[config.mk]
export PLATFORM = sky130hd
export DESIGN_NAME = tiny_register_stack_cpu
export DESIGN_NICKNAME = d
export VERILOG_FILES = /design/src/hdl/trsc_pkg.sv /design/src/hdl/trsc_ram.sv /design/src/hdl/trsc_issue.sv /design/src/hdl/trsc_exec.sv /design/src/hdl/tiny_register_stack_cpu.sv
export SDC_FILE = /design/constraint.sdc
export NUM_CORES = 1
export LEC_CHECK = 0
export ABC_AREA = 1
export BUFFER_PORTS_ARGS = -buffer_cell sky130_fd_sc_hd__buf_2
export CAP_MARGIN = 20
export CORE_AREA = 10 10 281 283
export DETAILED_ROUTE_END_ITERATION = 16
export DIE_AREA = 0 0 291 293
export GPL_TIMING_DRIVEN = 0
export PLACE_DENSITY = 0.74
export SYNTH_ARGS = -nofsm -noshare
export SYNTH_HDL_FRONTEND = slang
export SYNTH_HIERARCHICAL = 1
export SYNTH_SLANG_ARGS = --single-unit
[constraint.sdc]
create_clock -name clock -period 4.26 [get_ports clock]
set_input_delay 0.213 -clock clock [delete_from_list [all_inputs] [get_ports clock]]
set_output_delay 0.213 -clock clock [all_outputs]
set_load 0.03 [all_outputs]
[src/hdl/trsc_pkg.sv]
// Shared types and codes for the register/stack instruction engine.
// Operation, register and error codes plus the structs passed between
// the issue stage and the execute stage. No dependencies.
package trsc_pkg;

   localparam int unsigned DATA_W = 32;
   localparam int unsigned OP_W   = 4;
   localparam int unsigned REG_W  = 3;
   localparam int unsigned ERR_W  = 2;

   localparam logic [OP_W-1:0] OP_LDA  = 4'd0;
   localparam logic [OP_W-1:0] OP_LDB  = 4'd1;
   localparam logic [OP_W-1:0] OP_LDC  = 4'd2;
   localparam logic [OP_W-1:0] OP_LDS  = 4'd3;
   localparam logic [OP_W-1:0] OP_LDO  = 4'd4;
   localparam logic [OP_W-1:0] OP_PUSH = 4'd5;
   localparam logic [OP_W-1:0] OP_PULL = 4'd6;
   localparam logic [OP_W-1:0] OP_INC  = 4'd7;
   localparam logic [OP_W-1:0] OP_DEC  = 4'd8;
   localparam logic [OP_W-1:0] OP_SUM  = 4'd9;
   localparam logic [OP_W-1:0] OP_OUT  = 4'd10;

   localparam logic [REG_W-1:0] REG_A = 3'd0;
   localparam logic [REG_W-1:0] REG_B = 3'd1;
   localparam logic [REG_W-1:0] REG_C = 3'd2;
   localparam logic [REG_W-1:0] REG_S = 3'd3;
   localparam logic [REG_W-1:0] REG_O = 3'd4;

   localparam logic [ERR_W-1:0] ERR_NONE  = 2'd0;
   localparam logic [ERR_W-1:0] ERR_SELF  = 2'd1;
   localparam logic [ERR_W-1:0] ERR_FULL  = 2'd2;
   localparam logic [ERR_W-1:0] ERR_EMPTY = 2'd3;

   // Execute-stage contents: request fields plus decisions taken at issue.
   typedef struct packed {
      logic              valid;
      logic [OP_W-1:0]   op;
      logic              is_reg;
      logic [REG_W-1:0]  src_reg;
      logic [DATA_W-1:0] imm;
      logic [ERR_W-1:0]  err;
      logic              push_ok;
      logic              pull_ok;
      logic              fwd;
      logic [DATA_W-1:0] fwd_data;
   } issue_type;

   // Stack write from the execute stage.
   typedef struct packed {
      logic              we;
      logic [DATA_W-1:0] data;
   } wr_type;

endpackage

[src/hdl/trsc_ram.sv]
// Generic single-write, single-read synchronous RAM with registered read.
// No dependencies.
module trsc_ram #(
   parameter int unsigned WIDTH  = 32,
   parameter int unsigned DEPTH  = 16,
   parameter int unsigned ADDR_W = 4
) (
   input  logic              clock,
   input  logic              wr_en,
   input  logic [ADDR_W-1:0] wr_addr,
   input  logic [WIDTH-1:0]  wr_data,
   input  logic              rd_en,
   input  logic [ADDR_W-1:0] rd_addr,
   output logic [WIDTH-1:0]  rd_data
);

   logic [WIDTH-1:0] mem [DEPTH];
   logic [WIDTH-1:0] rd_data_ff;

   always_ff @(posedge clock) begin
      if (wr_en) begin
         mem[wr_addr] <= wr_data;
      end
      if (rd_en) begin
         rd_data_ff <= mem[rd_addr];
      end
   end

   assign rd_data = rd_data_ff;

endmodule

[src/hdl/trsc_issue.sv]
// Issue stage: request decode, stack pointer, stack read issue and the
// execute-stage register. Depends on trsc_pkg.
module trsc_issue #(
   parameter int unsigned STACK_DEPTH = 16,
   parameter int unsigned CNT_W       = 5,
   parameter int unsigned ADDR_W      = 4
) (
   input  logic                         clock,
   input  logic                         reset,
   input  logic                         req_valid,
   output logic                         req_ready,
   input  logic [trsc_pkg::OP_W-1:0]    req_type,
   input  logic                         req_src_is_reg,
   input  logic [trsc_pkg::REG_W-1:0]   req_src_reg,
   input  logic [trsc_pkg::DATA_W-1:0]  req_imm_value,
   input  logic                         adv,
   input  trsc_pkg::wr_type             wr,
   output trsc_pkg::issue_type          q,
   output logic [ADDR_W-1:0]            wr_addr,
   output logic                         rd_en,
   output logic [ADDR_W-1:0]            rd_addr
);
   import trsc_pkg::*;

   issue_type         q_ff, q_in;
   logic [CNT_W-1:0]  count_ff, count_in;
   logic [ADDR_W-1:0] addr_ff, addr_in;
   logic              accept;
   logic              src_ok;
   logic              full;
   logic [ERR_W-1:0]  dec_err;
   logic              dec_push;
   logic              dec_pull;

   assign req_ready = !q_ff.valid || adv;
   assign accept    = req_valid && req_ready;
   assign src_ok    = req_src_reg <= REG_O;
   assign full      = count_ff >= CNT_W'(STACK_DEPTH);
   assign rd_addr   = ADDR_W'(count_ff - CNT_W'(1));
   assign rd_en     = accept;

   always_comb begin
      dec_err  = ERR_NONE;
      dec_push = 1'b0;
      dec_pull = 1'b0;
      unique case (req_type) inside
         [OP_LDA:OP_LDO]: begin
            if (req_src_is_reg && {1'b0, req_src_reg} == req_type) begin
               dec_err = ERR_SELF;
            end
         end
         OP_PUSH: begin
            if (!req_src_is_reg || src_ok) begin
               if (full) begin
                  dec_err = ERR_FULL;
               end else begin
                  dec_push = 1'b1;
               end
            end
         end
         OP_PULL: begin
            if (count_ff == '0) begin
               dec_err = ERR_EMPTY;
            end else begin
               dec_pull = 1'b1;
            end
         end
         default: begin
         end
      endcase
   end

   always_comb begin
      q_in          = q_ff;
      count_in      = count_ff;
      addr_in       = addr_ff;
      if (accept) begin
         q_in.valid    = 1'b1;
         q_in.op       = req_type;
         q_in.is_reg   = req_src_is_reg;
         q_in.src_reg  = req_src_reg;
         q_in.imm      = req_imm_value;
         q_in.err      = dec_err;
         q_in.push_ok  = dec_push;
         q_in.pull_ok  = dec_pull;
         // the entry being read may be written by the push leaving execute now
         q_in.fwd      = dec_pull && wr.we && (addr_ff == rd_addr);
         q_in.fwd_data = wr.data;
         addr_in       = dec_push ? count_ff[ADDR_W-1:0] : rd_addr;
         if (dec_push) begin
            count_in = count_ff + CNT_W'(1);
         end else if (dec_pull) begin
            count_in = count_ff - CNT_W'(1);
         end
      end else if (adv) begin
         q_in.valid = 1'b0;
      end
   end

   always_ff @(posedge clock) begin
      if (reset) begin
         q_ff.valid <= 1'b0;
         count_ff   <= '0;
      end else begin
         q_ff.valid <= q_in.valid;
         count_ff   <= count_in;
      end
      q_ff.op       <= q_in.op;
      q_ff.is_reg   <= q_in.is_reg;
      q_ff.src_reg  <= q_in.src_reg;
      q_ff.imm      <= q_in.imm;
      q_ff.err      <= q_in.err;
      q_ff.push_ok  <= q_in.push_ok;
      q_ff.pull_ok  <= q_in.pull_ok;
      q_ff.fwd      <= q_in.fwd;
      q_ff.fwd_data <= q_in.fwd_data;
      addr_ff       <= addr_in;
   end

   assign q       = q_ff;
   assign wr_addr = addr_ff;

   a_count_bound: assert property (@(posedge clock) disable iff (reset)
      count_ff <= CNT_W'(STACK_DEPTH))
      else $error("stack count beyond depth");

   a_hold_on_stall: assert property (@(posedge clock) disable iff (reset)
      q_ff.valid && !adv |=> q_ff.valid && $stable(q_ff.imm) && $stable(q_ff.op))
      else $error("execute stage changed while stalled");

   a_fwd_pull: assert property (@(posedge clock) disable iff (reset)
      q_ff.valid && q_ff.fwd |-> q_ff.pull_ok)
      else $error("forward flagged on a non-pull request");

endmodule

[src/hdl/trsc_exec.sv]
// Execute stage: the five working registers, stack write data and the
// response register. Depends on trsc_pkg.
module trsc_exec (
   input  logic                         clock,
   input  logic                         reset,
   input  trsc_pkg::issue_type          q,
   input  logic [trsc_pkg::DATA_W-1:0]  rd_data,
   output logic                         adv,
   output trsc_pkg::wr_type             wr,
   output logic                         rsp_valid,
   input  logic                         rsp_ready,
   output logic [trsc_pkg::ERR_W-1:0]   rsp_error_code,
   output logic                         rsp_print_valid,
   output logic [trsc_pkg::DATA_W-1:0]  rsp_print_value
);
   import trsc_pkg::*;

   logic [DATA_W-1:0] reg_a_ff, reg_b_ff, reg_c_ff, reg_s_ff, reg_o_ff;
   logic [DATA_W-1:0] reg_a_in, reg_b_in, reg_c_in, reg_s_in, reg_o_in;
   logic              rsp_valid_ff, rsp_valid_in;
   logic [ERR_W-1:0]  err_ff;
   logic              pvalid_ff;
   logic [DATA_W-1:0] pvalue_ff;
   logic [DATA_W-1:0] src_val;
   logic [DATA_W-1:0] pull_val;
   logic              src_ok;
   logic              tgt_en;
   logic [REG_W-1:0]  tgt_sel;
   logic [DATA_W-1:0] tgt_val;

   assign adv      = q.valid && (!rsp_valid_ff || rsp_ready);
   assign src_ok   = q.src_reg <= REG_O;
   assign pull_val = q.fwd ? q.fwd_data : rd_data;

   always_comb begin
      unique case (q.src_reg)
         REG_A:   src_val = reg_a_ff;
         REG_B:   src_val = reg_b_ff;
         REG_C:   src_val = reg_c_ff;
         REG_S:   src_val = reg_s_ff;
         REG_O:   src_val = reg_o_ff;
         default: src_val = '0;
      endcase
   end

   assign wr.we   = adv && q.push_ok;
   assign wr.data = q.is_reg ? src_val : q.imm;

   // one register at most changes per request
   always_comb begin
      tgt_en  = 1'b0;
      tgt_sel = REG_S;
      tgt_val = '0;
      unique case (q.op) inside
         [OP_LDA:OP_LDO]: begin
            tgt_en  = !q.is_reg || (q.err == ERR_NONE && src_ok);
            tgt_sel = q.op[REG_W-1:0];
            tgt_val = q.is_reg ? src_val : q.imm;
         end
         OP_PULL: begin
            tgt_en  = q.pull_ok;
            tgt_val = pull_val;
         end
         OP_INC: begin
            tgt_en  = q.is_reg && src_ok;
            tgt_sel = q.src_reg;
            tgt_val = src_val + DATA_W'(1);
         end
         OP_DEC: begin
            tgt_en  = q.is_reg && src_ok;
            tgt_sel = q.src_reg;
            tgt_val = src_val - DATA_W'(1);
         end
         OP_SUM: begin
            tgt_en  = 1'b1;
            tgt_val = reg_a_ff + reg_b_ff;
         end
         default: begin
         end
      endcase
   end

   always_comb begin
      reg_a_in = reg_a_ff;
      reg_b_in = reg_b_ff;
      reg_c_in = reg_c_ff;
      reg_s_in = reg_s_ff;
      reg_o_in = reg_o_ff;
      if (adv && tgt_en) begin
         unique case (tgt_sel)
            REG_A:   reg_a_in = tgt_val;
            REG_B:   reg_b_in = tgt_val;
            REG_C:   reg_c_in = tgt_val;
            REG_S:   reg_s_in = tgt_val;
            REG_O:   reg_o_in = tgt_val;
            default: begin
            end
         endcase
      end
   end

   always_comb begin
      rsp_valid_in = rsp_valid_ff;
      if (adv) begin
         rsp_valid_in = 1'b1;
      end else if (rsp_ready) begin
         rsp_valid_in = 1'b0;
      end
   end

   always_ff @(posedge clock) begin
      if (reset) begin
         reg_a_ff     <= '0;
         reg_b_ff     <= '0;
         reg_c_ff     <= '0;
         reg_s_ff     <= '0;
         reg_o_ff     <= '0;
         rsp_valid_ff <= 1'b0;
      end else begin
         reg_a_ff     <= reg_a_in;
         reg_b_ff     <= reg_b_in;
         reg_c_ff     <= reg_c_in;
         reg_s_ff     <= reg_s_in;
         reg_o_ff     <= reg_o_in;
         rsp_valid_ff <= rsp_valid_in;
      end
      if (adv) begin
         err_ff    <= q.err;
         pvalid_ff <= q.op == OP_OUT;
         pvalue_ff <= (q.op == OP_OUT) ? reg_o_ff : '0;
      end
   end

   assign rsp_valid       = rsp_valid_ff;
   assign rsp_error_code  = err_ff;
   assign rsp_print_valid = pvalid_ff;
   assign rsp_print_value = pvalue_ff;

   a_reset_idle: assert property (@(posedge clock)
      reset |=> !rsp_valid_ff)
      else $error("response valid after reset");

   a_sum: assert property (@(posedge clock) disable iff (reset)
      adv && q.op == OP_SUM |=> reg_s_ff == $past(reg_a_ff + reg_b_ff))
      else $error("sum result wrong");

   a_err_no_change: assert property (@(posedge clock) disable iff (reset)
      adv && q.err != ERR_NONE |=> $stable(reg_a_ff) && $stable(reg_b_ff)
         && $stable(reg_c_ff) && $stable(reg_s_ff) && $stable(reg_o_ff))
      else $error("register changed on an error request");

endmodule

[src/hdl/tiny_register_stack_cpu.sv]
// Top level of the register/stack instruction engine: issue stage, execute
// stage and stack RAM. Depends on trsc_pkg, trsc_issue, trsc_exec, trsc_ram.
//
// Usage: each request on the req_ channel is one decoded instruction
// (operation, operand select and immediate). Each request gives exactly one
// response on the rsp_ channel with an error code and, for out, the value
// of register O. Both channels use valid/ready.
// Flow: an accepted request is decoded and registered into the execute
// stage, then executed into the response register.
// Throughput: one request per cycle, sustained while responses are taken,
// for any operation mix; the stack pointer moves at issue and the stack
// RAM read for a pull is issued then, and a pull that directly follows a
// push takes the pushed value from a bypass rather than the RAM.
// Reset: registers A, B, C, S, O and the stack count clear; stack contents
// are not cleared and are only read below the count.
// Stall: when rsp_ready is low the response holds; the execute stage then
// holds too and req_ready drops until the response is taken.
module tiny_register_stack_cpu #(
   parameter int unsigned STACK_DEPTH = 16
) (
   input  logic                         clock,
   input  logic                         reset,
   input  logic                         req_valid,
   output logic                         req_ready,
   input  logic [trsc_pkg::OP_W-1:0]    req_type,
   input  logic                         req_src_is_reg,
   input  logic [trsc_pkg::REG_W-1:0]   req_src_reg,
   input  logic signed [trsc_pkg::DATA_W-1:0] req_imm_value,
   output logic                         rsp_valid,
   input  logic                         rsp_ready,
   output logic [trsc_pkg::ERR_W-1:0]   rsp_error_code,
   output logic                         rsp_print_valid,
   output logic signed [trsc_pkg::DATA_W-1:0] rsp_print_value
);
   import trsc_pkg::*;

   localparam int unsigned CNT_W  = $clog2(STACK_DEPTH + 1);
   localparam int unsigned ADDR_W = (STACK_DEPTH > 1) ? $clog2(STACK_DEPTH) : 1;

   issue_type         q;
   wr_type            wr;
   logic              adv;
   logic [ADDR_W-1:0] wr_addr;
   logic              rd_en;
   logic [ADDR_W-1:0] rd_addr;
   logic [DATA_W-1:0] rd_data;
   logic [DATA_W-1:0] print_value;

   trsc_issue #(
      .STACK_DEPTH (STACK_DEPTH),
      .CNT_W       (CNT_W),
      .ADDR_W      (ADDR_W)
   ) u_issue (
      .clock          (clock),
      .reset          (reset),
      .req_valid      (req_valid),
      .req_ready      (req_ready),
      .req_type       (req_type),
      .req_src_is_reg (req_src_is_reg),
      .req_src_reg    (req_src_reg),
      .req_imm_value  (DATA_W'($unsigned(req_imm_value))),
      .adv            (adv),
      .wr             (wr),
      .q              (q),
      .wr_addr        (wr_addr),
      .rd_en          (rd_en),
      .rd_addr        (rd_addr)
   );

   trsc_ram #(
      .WIDTH  (DATA_W),
      .DEPTH  (STACK_DEPTH),
      .ADDR_W (ADDR_W)
   ) u_stack (
      .clock   (clock),
      .wr_en   (wr.we),
      .wr_addr (wr_addr),
      .wr_data (wr.data),
      .rd_en   (rd_en),
      .rd_addr (rd_addr),
      .rd_data (rd_data)
   );

   trsc_exec u_exec (
      .clock           (clock),
      .reset           (reset),
      .q               (q),
      .rd_data         (rd_data),
      .adv             (adv),
      .wr              (wr),
      .rsp_valid       (rsp_valid),
      .rsp_ready       (rsp_ready),
      .rsp_error_code  (rsp_error_code),
      .rsp_print_valid (rsp_print_valid),
      .rsp_print_value (print_value)
   );

   assign rsp_print_value = $signed(print_value);

endmodule

Word level (Yosys, flattened, before mapping). Memories as Yosys holds them, arrays and structs flattened. A register that Yosys moved wholly into a read port is not among the register bits. Cells that the tools add are included.

Add/subtract/negate cells: 5. Magnitude comparators: 7. Equality and inequality tests: 17. Mux-type cells: 25. Reduce and logical (&&, ||, !) cells: 33.

Operators by type and width (count): case mux 32 bit (5 select lines) (2); two-way mux 32 bit (2); adder 32 x 1 -> 32 bit (second input constant) (1); adder 32 bit (1); subtractor 32 x 1 -> 32 bit (second input constant) (1); equality test 4 x 3 -> 1 bit (second input constant) (4); equality test 3 x 2 -> 1 bit (second input constant) (4); equality test 4 bit (second input constant) (3); two-way mux 1 bit (12); AND reduction 2 bit (6); logical AND 1 bit (11); two-way mux 5 bit (2); greater-or-equal comparator 4 x 1 -> 1 bit (second input constant) (2); less-or-equal comparator 4 x 3 -> 1 bit (second input constant) (2); equality test 3 x 1 -> 1 bit (second input constant) (2); equality test 3 bit (second input constant) (2); less-or-equal comparator 3 bit (second input constant) (2); zero test 3 bit (2); two-way mux 2 bit (3); case mux 2 bit (3 select lines) (1); case mux 3 bit (2 select lines) (1); nonzero test 2 bit (3); adder 5 x 1 -> 5 bit (second input constant) (1); greater-or-equal comparator 5 bit (second input constant) (1); other kinds (10) (16).

Bits in registers: 283. Memory bits (writable): 512. Input port bits: 44. Output and inout bits: 37. Logic and storage cells: 109. Memories: 1.

Memory list: u_stack.mem (words 16, width 32, read ports 1, clocked after memory_dff 1, write ports 1, line trsc_ram.sv:17) `logic [WIDTH-1:0] mem [DEPTH];`.

Longest topological paths before layout. Gate-level depths: netlist of the first run.

Word-level depth: 6. Mapped depth: 22. Mapped depth without buffers: 21.

Cells and area by module. Netlist of the first run, hierarchy kept.

By module, submodules not included: trsc_ram (times used 1, cells an instance 2120, area an instance 23050.9 µm², sequential area each 16335.7 µm²); trsc_exec (times used 1, cells an instance 2195, area an instance 13709.4 µm², sequential area each 4274.1 µm²); trsc_issue (times used 1, cells an instance 207, area an instance 3170.5 µm², sequential area each 2552.4 µm²).

Least setup slack after synthesis of the first run. No wires, ideal clock.

Path kind: register -> register. Start: register u_exec.rsp_valid_ff, in the netlist u_exec/rsp_valid. End: register u_issue.count_ff[1]. Library setup time: 0.115 ns. Data arrival time: 3.950 ns. Required time: 4.145 ns. Setup slack: 0.195 ns. Cell stages (with the launch flop): 9. Path buffers: 0. Period minus slack after synthesis: 4.065 ns. Cells stage by stage: dfxtp_1 > nand2_1 > nand2_1 > inv_1 > inv_1 > a21oi_4 > nand2_4 > nor2_1 > nor2_1.

Longest elaborated chain between the ends: 6.

RTL lines: from (decl) (line trsc_exec.sv:20) `logic rsp_valid_ff, rsp_valid_in;`; from (signal assigned) (line trsc_exec.sv:125) `rsp_valid_ff <= rsp_valid_in;`; zero test 1 bit (line trsc_exec.sv:31) `assign adv = q.valid && (!rsp_valid_ff || rsp_ready);`; logical OR 1 bit (line trsc_exec.sv:31); logical AND 1 bit (line trsc_exec.sv:31); via adv (line tiny_register_stack_cpu.sv:42) `logic adv;`; logical OR 1 bit (line trsc_issue.sv:35) `assign req_ready = !q_ff.valid || adv;`; logical AND 1 bit (line trsc_issue.sv:36) `assign accept = req_valid && req_ready;`; via rd_en (line tiny_register_stack_cpu.sv:44) `logic rd_en;`; AND reduction 2 bit (no line); to (signal assigned) (line trsc_issue.sv:106) `count_ff <= count_in;`; to (decl) (line trsc_issue.sv:26) `logic [CNT_W-1:0] count_ff, count_in;`.

The timed path passes the listed nets, and every way through them passes these cells. A chain may end at the register's enable or synchronous reset.

Final worst setup path of the first run.
Start: register u_issue.q_ff, in the netlist u_issue/q[69]. End: register u_exec.reg_o_ff[21].

Longest elaborated chain between the ends: 6. Elaborated cells on any way between the ends: 19. Classes of those cells: add/sub: 2; order compare: 1; eq/ne: 5; mux: 5; reduce/logical: 6.

RTL lines: from (decl) (line trsc_issue.sv:25) `issue_type q_ff, q_in;`; branches (longest 6 deep; another with subtractor 32 x 1 -> 32 bit); to (signal assigned) (line trsc_exec.sv:124) `reg_o_ff <= reg_o_in;`; to (decl) (line trsc_exec.sv:18) `logic [DATA_W-1:0] reg_a_ff, reg_b_ff, reg_c_ff, reg_s_ff, reg_o_ff;`.

Several ways; the timed one is not identified.

==> flow_metrics.py, run 1 <==
metrics = {
    "status": {
        "status": "finished clean",
    },
    "setup_path": {
        "cp-end-kind": "register",
        "crit_path_frequent_cell": "nand2_1",
        "worstPathRequired_ns": 4.85,
        "path_cells": "buf_4 -> nand3_2 -> buf_4 -> buf_6 -> o22ai_1 -> nor4_4 -> inv_1 -> ha_1 -> nand2_1 -> nor2_1 -> nand2_1 -> o21ai_4 -> nand2_1 -> nand2_2 -> nand2_1 -> nand2_1 -> nor2_1 -> nand3b_1 -> nand3_1 -> nand2_1 -> inv_1",
        "worstPathArrival_ns": 4.72,
        "startpoint_type": "register",
        "path_depth": 21,
        "max_stage_delay_ns": 0.53,
        "crit_path_max_fanout": 10,
        "worst-path-buf-inv": 5,
        "r2r_cells": 21,
        "slowest_stage": "edfxtp_1",
        "critPathTopFamily": "simple AND/OR/NAND/NOR gates",
        "worstSetupPathType": "reg2reg",
    },
    "synthesis": {
        "synthTopCellsByCount": "1156 x nand2_1, 736 x inv_1, 660 x edfxtp_1",
        "netlist_top_cells_area": "edfxtp_1 50%, nand2_1 11%, dfxtp_1 8.4%, inv_1 6.9%, nand3_1 6.7%",
        "synth_top_cell_by_area": "edfxtp_1",
        "synth_fp_nets": 4633,
        "synth_edf_count": 660,
        "synthArstFlopShare": 0,
        "yosys.area.top_type_share": 0.496,
        "yosys_most_used_dff": "edfxtp_1",
        "synth_warnings": 6,
        "synth.distinct_cells": 55,
        "syn-cell-area_sq_um": 39900,
        "yosysSeqAreaShare": 0.580,
        "syn-mean-instance-area_sq_um": 8.83,
        "syn_inst": 4522,
        "yosysMostFrequentCell": "nand2_1",
        "ys_seq_elements": 827,
    },
    "power": {
        "cellLeakagePower_nw": 19.9,
        "power_density_nw_per_um2": 391,
        "peakVddDrop_mv": 0.291,
    },
    "die": {
        "rows": 100,
        "die_x_microns": 291,
        "top_level_ports": 81,
        "start_util": 0.543,
        "fp.dieH_microns": 293,
        "core_area_sq_um": 73600,
        "fp.dieArea_sq_um": 85300,
    },
    "timing": {
        "finClkSkew_ns": 0.0247,
        "post-route-min-period_ns": 4.13,
        "maxSlewViolCount": 0,
        "tightest_slew_ns": 0.986,
        "fin_crit_sh": 0.970,
        "slew_headroom": 0.341,
        "setup_tns_ns": 0,
        "final-setup-viol-count": 0,
        "fmaxAchievable_mhz": 242,
        "final-hold-violation-count": 0,
    },
    "cts": {
        "htreeDepth": 3,
        "clk_latency_ns": 0.65,
        "cts_sinks": 827,
        "cts_buffer_depth": 3,
        "cts_tree": "done",
        "ctsRootBufferMaster": "clkbuf_16",
        "path_clk_slew_ns": 0.06,
        "cts_buffers": 85,
    },
    "route": {
        "drt-pass1-iter-count": 6,
        "drc": 0,
        "wl_microns": 124000,
        "viasPerCell": 5.70,
        "initialDrtViolationCount": 4378,
        "avgRoutedWirePerCell_microns": 21.4,
        "ant_nets": 0,
        "vias": 33200,
    },
    "place": {
        "place_congestion": 0.989,
        "place_hpwl_microns": 89700,
        "place_inst": 5607,
        "port_buffers": 80,
    },
    "hold_path": {
        "hold_depth": 3,
        "hp-class": "in2reg",
    },
    "finish": {
        "fin_util": 0.623,
        "final_cells": 5813,
        "fillers": 5947,
        "nets": 4883,
        "antennaDiodeCount": 0,
        "syn_to_final_growth_pct": 14.9,
        "drive_above_1_share": 0.0948,
    },
    "global_routing": {
        "grt_pass1_vias": 31300,
        "overflow": 0,
        "grt_max_degree": 33,
        "grt_util_all_layers": 0.282,
        "antenna_found_initial": 1,
        "grt_first_pass_wirelength_microns": 185000,
    },
    "job": {
        "cap_violations": 0,
    },
}
-- power by group --
group,internal (W),switching [W]
clock network,0.00445,0.00319
logic,0.000343,0.000948
registers,0.00891,0.0000677
-- worst reg2reg max path: cells and delay by family, from the launching register on --
family          cells  cell delay (ns)
compound gates      2             0.42
simple gates       13             1.95
buf+inv             5             0.80
fa+ha+maj           1             0.39
flops               1             0.53
-- layout make-up --
cell class	instances	area, sq um	area share
plain buffers	192	1080	0.0236
clock buffers	110	2340	0.0509
clock inverters	49	532	0.0116
inverters	759	2860	0.0623
multi-input cells	2742	13200	0.289
flip-flops and latches	827	23200	0.505
well taps	969	1210	0.0264
repair buffers	165	1440	0.0314
-- timing repair --
| item | CTS | global route |
|---|---|---|
| hold endpoints to repair | 42 | 0 |
| buffers inserted | 0 | 6 |
| resized for setup | 33 | 33 |
| hold buffers | 43 | 0 |
| setup endpoints to repair | 125 | 87 |
-- worst paths after layout --
kind	slack [ns]	end	from
max	0.13	u_exec/reg_o_ff[21]$_SDFFE_PP0P_	u_issue/q[69]$_DFFE_PP_
min	0.08	u_issue/q[70]$_DFFE_PP_	req_valid
max reg2reg	0.13	u_exec/reg_o_ff[21]$_SDFFE_PP0P_	u_issue/q[69]$_DFFE_PP_
min reg2reg	0.47	u_exec/reg_c_ff[2]$_SDFFE_PP0P_	u_exec/reg_c_ff[2]$_SDFFE_PP0P_
-- sequential cells by signal, indices dropped and copies added, names as in the netlist --
name                    cells
u_stack/rd_data            32
u_exec/reg_c_ff            32
u_exec/rsp_error_code       2
u_exec/reg_b_ff            32
u_exec/reg_a_ff            32
u_exec/reg_s_ff            32
u_issue/count_ff            5
u_issue/q                  78
u_exec/rsp_print_value     32
u_exec/rsp_valid            1
u_exec/reg_o_ff            32
u_issue/wr_addr             4
u_exec/rsp_print_valid      1
u_stack/mem               512
-- per-stage QoR --
stage	setup slack (ns)	instance area, sq um	hold WS, ns	power (W)
finish	0.130	45900	0.0770	0.0179
global route	-0.00596	45900	0.0989	0.0184
CTS	0.0324	45700	0.0634	0.0179
detailed placement	-0.707	42200	0.391	0.0104
global placement	-0.980	41500	0.389	0.0103
floorplan	0.195	39900	0.282	0.00984
-- layer usage --
| layer | vias up | share of wire | GRT usage |
|---|---|---|---|
| met3 | 275 | 0.13 | 0.0647 |
| met4 | 2 | 0.036 | 0.104 |
| li1 | 15300 | - | - |
| met2 | 2002 | 0.43 | 0.424 |
| met1 | 15600 | 0.40 | 0.395 |
| met5 | - | 0.00014 | 0 |
-- cells by family (layout without fill, tap and decap cells) --
| logic type | count (synthesis) | count (layout) | synth area share |
|---|---|---|---|
| and+or+nand+nor | 2161 | 2161 | 0.229 |
| DFF | 827 | 827 | 0.580 |
| buffers and inverters | 953 | 1275 | 0.0981 |
| AOI/OAI and AO/OA | 504 | 504 | 0.0695 |
| xor gates and xnor gates | 10 | 10 | 0.00219 |
| adders and majority gates | 67 | 67 | 0.0214 |
-- layout by cell type (no fill, tap or decap), types with 14 or more instances in the layout --
cell type	count
inv_1	735
ha_1	64
nor2_1	349
nand3_1	527
a21oi_1	212
buf_12	20
nand4_1	30
buf_2	138
nand2_1	1152
clkinv_2	14
buf_6	30
o21ai_1	31
dfxtp_1	167
o22ai_1	32
buf_4	27
inv_2	21
clkbuf_16	89
o21ai_0	143
edfxtp_1	660
clkinv_1	18
buf_1	23
dlygate4sd3_1	43
clkbuf_1	85
nor2_4	20
Power figures use the tool's default switching activity.
==> run 2, diff against run 1 <==
--- a/config.mk
+++ b/config.mk
@@ -8,11 +8,11 @@
 export ABC_AREA = 1
 export BUFFER_PORTS_ARGS = -buffer_cell sky130_fd_sc_hd__buf_2
 export CAP_MARGIN = 20
-export CORE_AREA = 10 10 281 283
+export CORE_AREA = 10 10 286 288
 export DETAILED_ROUTE_END_ITERATION = 16
-export DIE_AREA = 0 0 291 293
+export DIE_AREA = 0 0 296 298
 export GPL_TIMING_DRIVEN = 0
-export PLACE_DENSITY = 0.74
+export PLACE_DENSITY = 0.71
 export SYNTH_ARGS = -nofsm -noshare
 export SYNTH_HDL_FRONTEND = slang
 export SYNTH_HIERARCHICAL = 1
==> flow_metrics.py, run 2 (synthesized netlist as in run 1, its figures left out) <==
metrics = {
    "die": {
        "fp.dieArea_sq_um": 88200,
        "top_level_ports": 81,
        "fp.dieH_microns": 298,
        "core_area_sq_um": 75700,
        "die_x_microns": 296,
        "start_util": 0.528,
        "rows": 101,
    },
    "timing": {
        "whs_ns": 0.0308,
        "fmaxAchievable_mhz": 241,
        "tightest_slew_ns": 1.02,
        "slew_headroom": 0.318,
        "final-setup-viol-count": 0,
        "finClkSkew_ns": 0.0283,
        "post-route-min-period_ns": 4.15,
        "maxSlewViolCount": 0,
        "final-hold-violation-count": 0,
        "fin_crit_sh": 0.974,
    },
    "route": {
        "avgRoutedWirePerCell_microns": 21.7,
        "vias": 33100,
        "ant_nets": 0,
        "initialDrtViolationCount": 4396,
        "viasPerCell": 5.69,
        "wl_microns": 126000,
        "drc": 0,
        "drt-pass1-iter-count": 6,
    },
    "setup_path": {
        "slowest_stage": "edfxtp_1",
        "critPathTopFamily": "simple AND/OR/NAND/NOR gates",
        "worstPathRequired_ns": 4.79,
        "max_stage_delay_ns": 0.51,
        "crit_path_max_fanout": 10,
        "path_cells": "nor2_2 -> nand2_1 -> clkbuf_4 -> o22ai_1 -> nor4_2 -> inv_1 -> ha_1 -> nand2_1 -> nor2_1 -> inv_1 -> nor3_1 -> nand3_1 -> nand3_1 -> nand2_1 -> nand3_1 -> nand3_1 -> nor2_1 -> nor2_1",
        "startpoint_type": "register",
        "worstSetupPathType": "reg2reg",
        "cp-end-kind": "register",
        "worst-path-buf-inv": 3,
        "crit_path_frequent_cell": "nand3_1",
        "worstPathArrival_ns": 4.68,
    },
    "finish": {
        "largest_reg_flops": 512,
        "fin_util": 0.606,
        "largest-register": "u_stack/mem",
        "layout_common_cells": "1151 x nand2_1, 736 x inv_1, 660 x edfxtp_1, 527 x nand3_1, 348 x nor2_1",
        "largestRegisters": "u_stack/mem x512, u_issue/q x78",
        "syn_to_final_growth_pct": 14.9,
        "final_cells": 5824,
        "nets": 4887,
        "final_cell_area_sq_um": 45900,
        "drive_above_1_share": 0.0964,
        "final_common_cell": "nand2_1",
        "fillers": 6219,
        "antennaDiodeCount": 0,
    },
    "place": {
        "dpl_cell_area_sq_um": 42200,
        "place_congestion": 0.933,
        "place_hpwl_microns": 91500,
        "port_buffers": 80,
        "place_inst": 5615,
    },
    "job": {
        "cap_violations": 0,
    },
    "global_routing": {
        "grt_util_all_layers": 0.280,
        "antenna_found_initial": 0,
        "grt_pass1_vias": 30700,
        "grt_first_pass_wirelength_microns": 187000,
        "grt_max_degree": 33,
        "overflow": 0,
    },
    "cts": {
        "htreeDepth": 3,
        "cts_buffer_depth": 3,
        "clk_latency_ns": 0.66,
        "cts_buffers": 87,
        "cts_tree": "done",
        "ctsRootBufferMaster": "clkbuf_16",
        "path_clk_slew_ns": 0.06,
        "cts_sinks": 827,
    },
    "power": {
        "power_density_nw_per_um2": 391,
        "cellLeakagePower_nw": 20.0,
        "peakVddDrop_mv": 0.355,
    },
    "hold_path": {
        "hp-class": "in2reg",
    },
    "status": {
        "status": "finished clean",
    },
}
## run 2: final timing paths
path | startpoint | endpoint | slack (ns) | cells after the start
setup / recovery | u_issue/q[70]$_DFFE_PP_ | u_exec/reg_o_ff[26]$_SDFFE_PP0P_ | 0.11 | 18
hold / removal | req_valid | u_issue/q[36]$_DFFE_PP_ | 0.03 | 3
setup reg to reg | u_issue/q[70]$_DFFE_PP_ | u_exec/reg_o_ff[26]$_SDFFE_PP0P_ | 0.11 | 18
hold reg to reg | u_exec/reg_s_ff[2]$_SDFFE_PP0P_ | u_exec/reg_s_ff[2]$_SDFFE_PP0P_ | 0.48 | 2
## run 2: timing repair
action,CTS,global route
endpoints found under the setup margin,135,96
gates resized for setup,38,31
buffers inserted,0,7
pin swaps,0,5
endpoints found under the hold margin,45,0
hold buffers,43,0
## run 2: cell type report
class	instances	area, sq um	share of cell area
Clock buffer	116	2370	0.0516
Sequential cell	827	23200	0.505
Inverter	759	2850	0.0621
Clock inverter	43	509	0.0111
Tap cell	978	1220	0.0267
Buffer	194	1090	0.0238
Multi-Input combinational cell	2742	13300	0.289
Timing Repair Buffer	165	1430	0.0312
## run 2: worst reg2reg max path: stages (launching register included)
cell and delay, ns:
edfxtp_1 0.51, nor2_2 0.15, nand2_1 0.24, clkbuf_4 0.34
o22ai_1 0.15, nor4_2 0.47, inv_1 0.11, ha_1 0.40
nand2_1 0.11, nor2_1 0.15, inv_1 0.11, nor3_1 0.31
nand3_1 0.18, nand3_1 0.10, nand2_1 0.05, nand3_1 0.10
nand3_1 0.30, nor2_1 0.19, nor2_1 0.05
## run 2: power breakdown
part           switching (W)  leakage [nW]  internal [W]
Clock                0.00320          1.40       0.00448
Sequential         0.0000648          7.46       0.00892
Combinational       0.000955          11.1      0.000343
Total                0.00422          20.0        0.0137
## run 2: routing by layer
metal	share of wire	wire [microns]	GRT usage	vias to the layer above
li1	-	-	-	15300
met1	0.42	52800	0.404	15700
met2	0.43	54500	0.412	1917
met3	0.12	15700	0.0692	206
met4	0.027	3400	0.0807	0
met5	0	0	0	-
## run 2: metrics by stage
stage | power [W] | setup TNS [ns] | worst slack [ns]
floorplan | 0.00984 | 0 | 0.195
global placement | 0.0103 | -190.21 | -1.01
detailed placement | 0.0104 | -51.87 | -0.781
CTS | 0.0180 | 0 | 0.0163
global route | 0.0185 | -0.00877 | -0.00877
finish | 0.0180 | 0 | 0.110
